==> src/hw/rtl/tmr_pkg.sv <==
// ----------------------------------------------------------------------------
// tmr_pkg: shared types and codes for the trapezoid motor ramp
// Phase and operation codes, register indexes, field widths, result record.
// ----------------------------------------------------------------------------
package tmr_pkg;

    localparam int DUTY_W = 15;   // driven duty and speed registers
    localparam int ACC_W  = 17;   // signed working duty, never wraps
    localparam int CNT_W  = 16;   // cruise and profile counters
    localparam int CFG_IDX_W  = 3;
    localparam int CFG_DATA_W = 16;

    localparam logic [1:0] PH_STOP   = 2'd0;
    localparam logic [1:0] PH_ACCEL  = 2'd1;
    localparam logic [1:0] PH_CRUISE = 2'd2;
    localparam logic [1:0] PH_DECEL  = 2'd3;

    localparam logic [1:0] OP_TICK  = 2'd0;
    localparam logic [1:0] OP_START = 2'd1;
    localparam logic [1:0] OP_STOP  = 2'd2;

    localparam logic [CFG_IDX_W-1:0] CFG_TARGET_SPEED = 3'd0;
    localparam logic [CFG_IDX_W-1:0] CFG_ACCEL_INC    = 3'd1;
    localparam logic [CFG_IDX_W-1:0] CFG_DECEL_DEC    = 3'd2;
    localparam logic [CFG_IDX_W-1:0] CFG_CRUISE_TICKS = 3'd3;
    localparam logic [CFG_IDX_W-1:0] CFG_MAX_DUTY     = 3'd4;

    typedef struct packed {
        logic [1:0]        phase;
        logic              drive_update;
        logic              brake_all;
        logic [DUTY_W-1:0] drive_duty;
        logic              first_motor_dir;
        logic              second_motor_dir;
        logic [CNT_W-1:0]  profiles_done;
    } t_result;

endpackage

==> src/hw/rtl/trapezoid_motor_ramp_top.sv <==
// ----------------------------------------------------------------------------
// trapezoid_motor_ramp_top: trapezoidal ramp sequencer for two drive motors
// Stop / accelerate / cruise / decelerate duty profile with turn handling.
// ----------------------------------------------------------------------------
// One result beat per input beat, one input beat per clock while the skid
// entry is empty. Ramp state and result are registered at the edge that
// accepts a beat: the result goes to the output register when that is free
// or being taken, offered from the next cycle on, else to the one-entry skid
// register behind it, which lets the block take a further beat while a result
// is stalled; the input stalls only once both output entries are full.
// Configuration writes are always ready and take effect on the next beat.
module trapezoid_motor_ramp_top
    import tmr_pkg::*;
(
    input  logic                  i_clk,
    input  logic                  i_rst_n,
    // configuration write
    input  logic                  i_cfg_valid,
    output logic                  o_cfg_ready,
    input  logic [CFG_IDX_W-1:0]  i_cfg_index,
    input  logic [CFG_DATA_W-1:0] i_cfg_data,
    // input beats
    input  logic                  i_in_valid,
    output logic                  o_in_stall,
    input  logic [1:0]            i_operation,
    input  logic                  i_turn_left_req,
    input  logic                  i_turn_right_req,
    input  logic                  i_travel_dir,
    // result beats
    output logic                  o_out_valid,
    input  logic                  i_out_stall,
    output logic [1:0]            o_phase,
    output logic                  o_drive_update,
    output logic                  o_brake_all,
    output logic [DUTY_W-1:0]     o_drive_duty,
    output logic                  o_first_motor_dir,
    output logic                  o_second_motor_dir,
    output logic [CNT_W-1:0]      o_profiles_done
);

    // configuration registers
    logic [DUTY_W-1:0] r_target_speed;
    logic [DUTY_W-1:0] r_accel_inc;
    logic [DUTY_W-1:0] r_decel_dec;
    logic [CNT_W-1:0]  r_cruise_ticks;
    logic [DUTY_W-1:0] r_max_duty;

    // ramp state
    logic [1:0]              r_phase, n_phase;
    logic signed [ACC_W-1:0] r_duty, n_duty;
    logic [CNT_W-1:0]        r_cruise_cnt, n_cruise_cnt;
    logic [CNT_W-1:0]        r_finished, n_finished;

    // output register and skid
    t_result r_out, r_skid, n_result;
    logic    r_out_valid, r_skid_valid;

    logic in_acc, out_take;
    logic drive, brake;
    logic signed [ACC_W-1:0] target_s, accel_s, decel_s;
    logic [CNT_W-1:0]        cnt_inc;
    logic [DUTY_W-1:0]       duty_clamped;

    assign o_cfg_ready = 1'b1;
    assign o_in_stall  = r_skid_valid;
    assign in_acc      = i_in_valid && !r_skid_valid;
    assign out_take    = r_out_valid && !i_out_stall;

    always_ff @(posedge i_clk) begin
        if (!i_rst_n) begin
            r_target_speed <= '0;
            r_accel_inc    <= DUTY_W'(1);
            r_decel_dec    <= DUTY_W'(1);
            r_cruise_ticks <= '0;
            r_max_duty     <= '1;
        end else if (i_cfg_valid) begin
            unique case (i_cfg_index)
                CFG_TARGET_SPEED: r_target_speed <= i_cfg_data[DUTY_W-1:0];
                CFG_ACCEL_INC:    r_accel_inc    <= i_cfg_data[DUTY_W-1:0];
                CFG_DECEL_DEC:    r_decel_dec    <= i_cfg_data[DUTY_W-1:0];
                CFG_CRUISE_TICKS: r_cruise_ticks <= i_cfg_data[CNT_W-1:0];
                CFG_MAX_DUTY:     r_max_duty     <= i_cfg_data[DUTY_W-1:0];
                default: ;
            endcase
        end
    end

    assign target_s = $signed({2'b00, r_target_speed});
    assign accel_s  = $signed({2'b00, r_accel_inc});
    assign decel_s  = $signed({2'b00, r_decel_dec});
    assign cnt_inc  = r_cruise_cnt + CNT_W'(1);

    always_comb begin
        n_phase      = r_phase;
        n_duty       = r_duty;
        n_cruise_cnt = r_cruise_cnt;
        n_finished   = r_finished;
        drive        = 1'b0;
        brake        = 1'b0;
        unique case (i_operation)
            OP_START: n_phase = PH_ACCEL;
            OP_STOP:  n_phase = PH_STOP;
            OP_TICK: begin
                unique case (r_phase)
                    PH_STOP: begin
                        n_duty       = '0;
                        n_cruise_cnt = '0;
                        brake        = 1'b1;
                    end
                    PH_ACCEL: begin
                        if (r_duty >= target_s) begin
                            n_duty  = target_s;
                            n_phase = PH_CRUISE;
                        end else begin
                            n_duty = r_duty + accel_s;
                        end
                        drive = 1'b1;
                    end
                    PH_CRUISE: begin
                        if (cnt_inc >= r_cruise_ticks) begin
                            n_phase      = PH_DECEL;
                            n_cruise_cnt = '0;
                        end else begin
                            n_cruise_cnt = cnt_inc;
                            n_duty       = target_s;
                            drive        = 1'b1;
                        end
                    end
                    default: begin
                        if (r_duty <= 0) begin
                            n_duty     = '0;
                            n_phase    = PH_STOP;
                            n_finished = r_finished + CNT_W'(1);
                        end else begin
                            n_duty = r_duty - decel_s;
                        end
                        drive = 1'b1;
                    end
                endcase
            end
            default: ;  // unused code: no change, no drive
        endcase
    end

    always_comb begin
        if (n_duty < 0) begin
            duty_clamped = '0;
        end else if (n_duty >= $signed({2'b00, r_max_duty})) begin
            duty_clamped = r_max_duty;
        end else begin
            duty_clamped = n_duty[DUTY_W-1:0];
        end
    end

    always_comb begin
        n_result                  = '0;
        n_result.phase            = n_phase;
        n_result.drive_update     = drive;
        n_result.brake_all        = brake;
        n_result.profiles_done    = n_finished;
        if (drive) begin
            n_result.drive_duty = duty_clamped;
            // left wins over right
            if (i_turn_left_req) begin
                n_result.first_motor_dir  = 1'b0;
                n_result.second_motor_dir = 1'b1;
            end else if (i_turn_right_req) begin
                n_result.first_motor_dir  = 1'b1;
                n_result.second_motor_dir = 1'b0;
            end else begin
                n_result.first_motor_dir  = i_travel_dir;
                n_result.second_motor_dir = i_travel_dir;
            end
        end
    end

    always_ff @(posedge i_clk) begin
        if (!i_rst_n) begin
            r_phase      <= PH_STOP;
            r_duty       <= '0;
            r_cruise_cnt <= '0;
            r_finished   <= '0;
        end else if (in_acc) begin
            r_phase      <= n_phase;
            r_duty       <= n_duty;
            r_cruise_cnt <= n_cruise_cnt;
            r_finished   <= n_finished;
        end
    end

    always_ff @(posedge i_clk) begin
        if (!i_rst_n) begin
            r_out_valid  <= 1'b0;
            r_skid_valid <= 1'b0;
        end else if (r_skid_valid) begin
            // input is stalled; drain skid into output when taken
            if (out_take) begin
                r_skid_valid <= 1'b0;
            end
        end else if (in_acc) begin
            if (r_out_valid && !out_take) begin
                r_skid_valid <= 1'b1;
            end
            r_out_valid <= 1'b1;
        end else if (out_take) begin
            r_out_valid <= 1'b0;
        end
    end

    always_ff @(posedge i_clk) begin
        if (r_skid_valid) begin
            if (out_take) begin
                r_out <= r_skid;
            end
        end else if (in_acc) begin
            if (r_out_valid && !out_take) begin
                r_skid <= n_result;
            end else begin
                r_out <= n_result;
            end
        end
    end

    assign o_out_valid        = r_out_valid;
    assign o_phase            = r_out.phase;
    assign o_drive_update     = r_out.drive_update;
    assign o_brake_all        = r_out.brake_all;
    assign o_drive_duty       = r_out.drive_duty;
    assign o_first_motor_dir  = r_out.first_motor_dir;
    assign o_second_motor_dir = r_out.second_motor_dir;
    assign o_profiles_done    = r_out.profiles_done;

    // skid entry only ever sits behind a full output register
    a_skid_behind_out: assert property (@(posedge i_clk) disable iff (!i_rst_n)
        r_skid_valid |-> r_out_valid)
        else $error("skid holds a beat while output register is empty");

    // a braking beat reports stop phase and no drive
    a_brake_is_stop: assert property (@(posedge i_clk) disable iff (!i_rst_n)
        (r_out_valid && r_out.brake_all) |-> (r_out.phase == PH_STOP && !r_out.drive_update))
        else $error("brake beat with wrong phase or drive");

    // undriven beats carry zero duty and directions
    a_idle_fields_zero: assert property (@(posedge i_clk) disable iff (!i_rst_n)
        (r_out_valid && !r_out.drive_update) |->
            (r_out.drive_duty == '0 && !r_out.first_motor_dir && !r_out.second_motor_dir))
        else $error("undriven beat has nonzero drive fields");

    // force stop lands the phase in stop
    a_force_stop: assert property (@(posedge i_clk) disable iff (!i_rst_n)
        (in_acc && i_operation == OP_STOP) |=> (r_phase == PH_STOP))
        else $error("force stop did not reach stop phase");

endmodule

==> config.mk <==
export PLATFORM = sky130hd
export DESIGN_NAME = trapezoid_motor_ramp_top
export DESIGN_NICKNAME = d
export VERILOG_FILES = /design/src/hw/rtl/tmr_pkg.sv /design/src/hw/rtl/trapezoid_motor_ramp_top.sv
export SDC_FILE = /design/constraint.sdc
export NUM_CORES = 1
export LEC_CHECK = 0
export BUFFER_PORTS_ARGS = -buffer_cell sky130_fd_sc_hd__buf_2
export CORE_MARGIN = 1
export CORE_UTILIZATION = 54
export CTS_CLUSTER_SIZE = 16
export DETAILED_ROUTE_END_ITERATION = 7
export PLACE_DENSITY = 0.72
export REMOVE_ABC_BUFFERS = 1
export SLEW_MARGIN = 20
export SYNTH_ARGS = -nofsm -noshare
export SYNTH_HDL_FRONTEND = slang
export SYNTH_SLANG_ARGS = --single-unit
==> constraint.sdc <==
create_clock -name i_clk -period 6.4 [get_ports i_clk]
set_input_delay 0.96 -clock i_clk [delete_from_list [all_inputs] [get_ports i_clk]]
set_output_delay 0.96 -clock i_clk [all_outputs]
set_load 0.005 [all_outputs]
==> impl_metrics.ini <==
[logic_synthesis]
synth_cells = 1358
yosysUniqueCellTypes = 83
ys_warn_count = 0
synthArstFlopShare_pct = 0
synth-seq-area-share_pct = 40.88
synthesis.area_um2 = 11750
ys_ff_latch = 203
synth_area_per_cell_um2 = 8.654
synth_ff_type = dfxtp_1
synth_edf_count = 74

[die]
coreArea_um2 = 21150
dieWidth_um = 149.5
io_pins = 69
die_h_um = 149.5
initial_core_util_pct = 55.56
fp.dieArea_um2 = 22360
rows = 53

[setup_path]
required_ps = 6640
cp_max_fo = 18
reg2reg_depth = 27
startpoint = r_cruise_cnt[3]$_SDFFE_PN0P_
timing.rr.start = r_cruise_cnt[3]$_SDFFE_PN0P_
start_kind = flop
worstSetupEndpointType = flop
path_class = reg -> reg
worstPathArrival_ps = 6210

[grt]
grt_pass1_vias = 9401
antenna_found_initial = 0
grt_usage_pct = 29.62
grt_pass1_wl_um = 51320
gr-total-overflow = 0
grt_start_max_net_pins = 66

[timing]
slew_headroom_pct = 34.99
finalSetupViolations = 0
clock.fmax_mhz = 167.6
fin_crit_ps = 5968
fin_skew_ps = 13.65
fin_crit_sh_pct = 93.25
fin_hold_ws_ps = 452.5
worst_pin_slew_ps = 975.1
finalHoldViolations = 0
final_max_slew_viol_count = 0

[drt]
wire_per_inst_um = 19.21
vias_per_cell = 6.000
detail-route-antenna-nets = 0
vias = 10190
drtPass1Iterations = 5
wirelength_um = 32620
drtIter0Drc = 716
drc = 0

[power_and_ir_drop]
peakVddDrop_mv = 0.2004
pwr_density_cell_nw_per_um2 = 244.1
p_leak_nw = 5.281

[cts]
cts_max_level = 1
clk_pin_slew_ps = 50
root_buffer = clkbuf_16
cts_buffer_depth = 3
cts_hold_buf = 0
cts_tree = built
cts_made_buffers = 23
cts.sinks = 203
clk_latency_ps = 520

[placed_design]
finalWeightedCongestion = 0.9821
dp_hpwl_um = 23670
placed_area_um2 = 12340
portBuffers = 67

[worst_hold_path]
min_from = r_cruise_ticks[4]$_SDFFE_PN0P_
hold_depth = 2
hold_class = reg -> reg

[job]
max_cap_violations = 0

[final_layout]
register_area_um2 = 4807
fillers = 1853
design_area_um2 = 13120
drive_gt1_share_pct = 13.15
multiInputGateArea_um2 = 6424
final_net_count = 1514
area_growth_pct = 11.60

[run_status]
outcome = finished clean
-- repair_timing --
action                                  4_1_cts  5_1_grt
endpoints found under the setup margin        0       30
resized for setup                             0        7
buffers inserted                              0        1
-- stage by stage --
step | TNS, ps | total power, W | worst slack, ps | utilization [%] | instances
2_1_floorplan | 0 | 0.001725 | 469.3 | - | 1290
3_3_place_gp | 0 | 0.001903 | 522.4 | 58.35 | 1654
3_5_place_dp | 0 | 0.001910 | 239.6 | 58.35 | 1654
4_1_cts | 0 | 0.003209 | 184.0 | 61.85 | 1696
5_1_grt | -9.712 | 0.003308 | -9.712 | 61.99 | 1697
6_report | 0 | 0.003202 | 432.3 | 62.00 | 1698
-- state kept, by name, summed over array words and instances, names as in the netlist --
name and flops:
r_skid 37, r_cruise_cnt 16, o_brake_all 1, o_profiles_done 16
r_cruise_ticks 16, r_accel_inc 15, r_decel_dec 15, r_max_duty 15
o_second_motor_dir 1, o_in_stall 1, o_first_motor_dir 1, o_out_valid 1
r_duty 17, o_drive_duty 15, o_phase 2, r_target_speed 15
r_finished 16, o_drive_update 1, r_phase 2
-- placed cells by master, fill, tap and decap left out, drive strengths merged, types with 5 or more instances in the layout --
cell	instances
a22oi	14
nand4	13
nand2	236
o211ai	26
a21o	12
dfxtp	129
nor2	102
nor4	9
and2	8
a211oi	20
mux2i	19
nor3	22
nor2b	6
edfxtp	74
inv	73
or2	8
mux2	22
buf	90
ha	78
and3	16
a31oi	10
o31ai	9
clkinv	5
a21oi	128
or3	5
nand3b	6
nand3	38
o21ai	72
clkbuf	36
o21a	8
xor2	28
xnor2	35
nand2b	9
-- final timing paths --
kind                               endpoint  slack [ps]
min          r_cruise_ticks[4]$_SDFFE_PN0P_         450
min reg2reg  r_cruise_ticks[4]$_SDFFE_PN0P_         450
max              o_drive_duty[10]$_DFFE_PP_         430
max reg2reg      o_drive_duty[10]$_DFFE_PP_         430
-- synthesized netlist by cell type (all sizes together), types with 4 or more instances --
cell | number | area [µm²]
nand2 | 236 | 888.4
dfxtp | 129 | 2582
a21oi | 128 | 640.6
nor2 | 102 | 395.4
ha | 78 | 975.9
edfxtp | 74 | 2222
inv | 73 | 274.0
o21ai | 72 | 364.1
clkbuf | 58 | 217.7
nand3 | 38 | 195.2
xnor2 | 35 | 306.5
xor2 | 28 | 245.2
o211ai | 26 | 200.2
mux2 | 22 | 247.7
nor3 | 22 | 115.1
a211oi | 20 | 182.7
mux2i | 19 | 190.2
and3 | 16 | 102.6
a22oi | 14 | 105.1
nand4 | 13 | 81.33
a21o | 12 | 90.09
a31oi | 10 | 62.56
buf | 10 | 63.80
nand2b | 9 | 56.30
nor4 | 9 | 56.30
o31ai | 9 | 77.57
and2 | 8 | 52.55
o21a | 8 | 60.06
or2 | 8 | 50.05
nand3b | 6 | 45.04
nor2b | 6 | 37.54
or3 | 5 | 32.53
o22ai | 4 | 25.02
o311a | 4 | 40.04
-- final cells by class --
| class | instances | area share [%] |
|---|---|---|
| Multi-Input combinational cell | 1013 | 48.97 |
| Sequential cell | 203 | 36.65 |
| Clock buffer | 36 | 4.913 |
| Timing Repair Buffer | 90 | 3.968 |
| Tap cell | 275 | 2.623 |
| Inverter | 74 | 2.127 |
| Clock inverter | 6 | 0.7250 |
| Antenna cell | 1 | 0.01908 |
-- logic make-up (layout without fill, tap and decap cells) --
group	Yosys count	after routing	synth area share, %
other	1	2	0.03191
adder cells (fa/ha/maj)	80	80	8.645
AO/OA/AOI/OAI	343	343	18.67
multiplexers	41	41	3.726
XOR/XNOR	63	63	4.695
buffers and inverters	142	206	4.759
flip-flops	203	203	40.88
AND/OR/NAND/NOR	485	485	18.59
-- per-layer routing --
layer / GRT usage, % / part of all wire (%)
met5: 0 / 0
met4: 6.939 / 2.2
met3: 4.085 / 7.6
met2: 47.36 / 45
met1: 42.13 / 45
-- power breakdown --
group          internal, W  switching (W)  total, W  leakage, nW
clock network     0.000776       0.000528   0.00130        0.361
registers          0.00139      0.0000290   0.00141         1.73
logic             0.000162       0.000321  0.000483         3.19
total              0.00232       0.000878   0.00320         5.28
-- critical path: stages (launching register included) --
cell,delay (ps)
dfxtp_1,410
and4_1,250
and3_1,180
nand4_1,190
nor2_4,200
and3_1,260
xor2_1,170
ha_1,270
a211oi_1,230
o21ai_0,130
o2111a_1,190
a211o_2,380
buf_4,200
mux2i_1,110
o21ai_0,190
o221a_2,270
inv_1,50
ha_1,270
nand4_1,90
nand3b_1,70
a211oi_1,220
o21ai_0,140
a31oi_1,220
o31ai_1,130
a211oi_4,260
buf_12,210
mux2i_2,260
o21ai_1,110
Note: power is estimated with default switching activity, not from simulation.
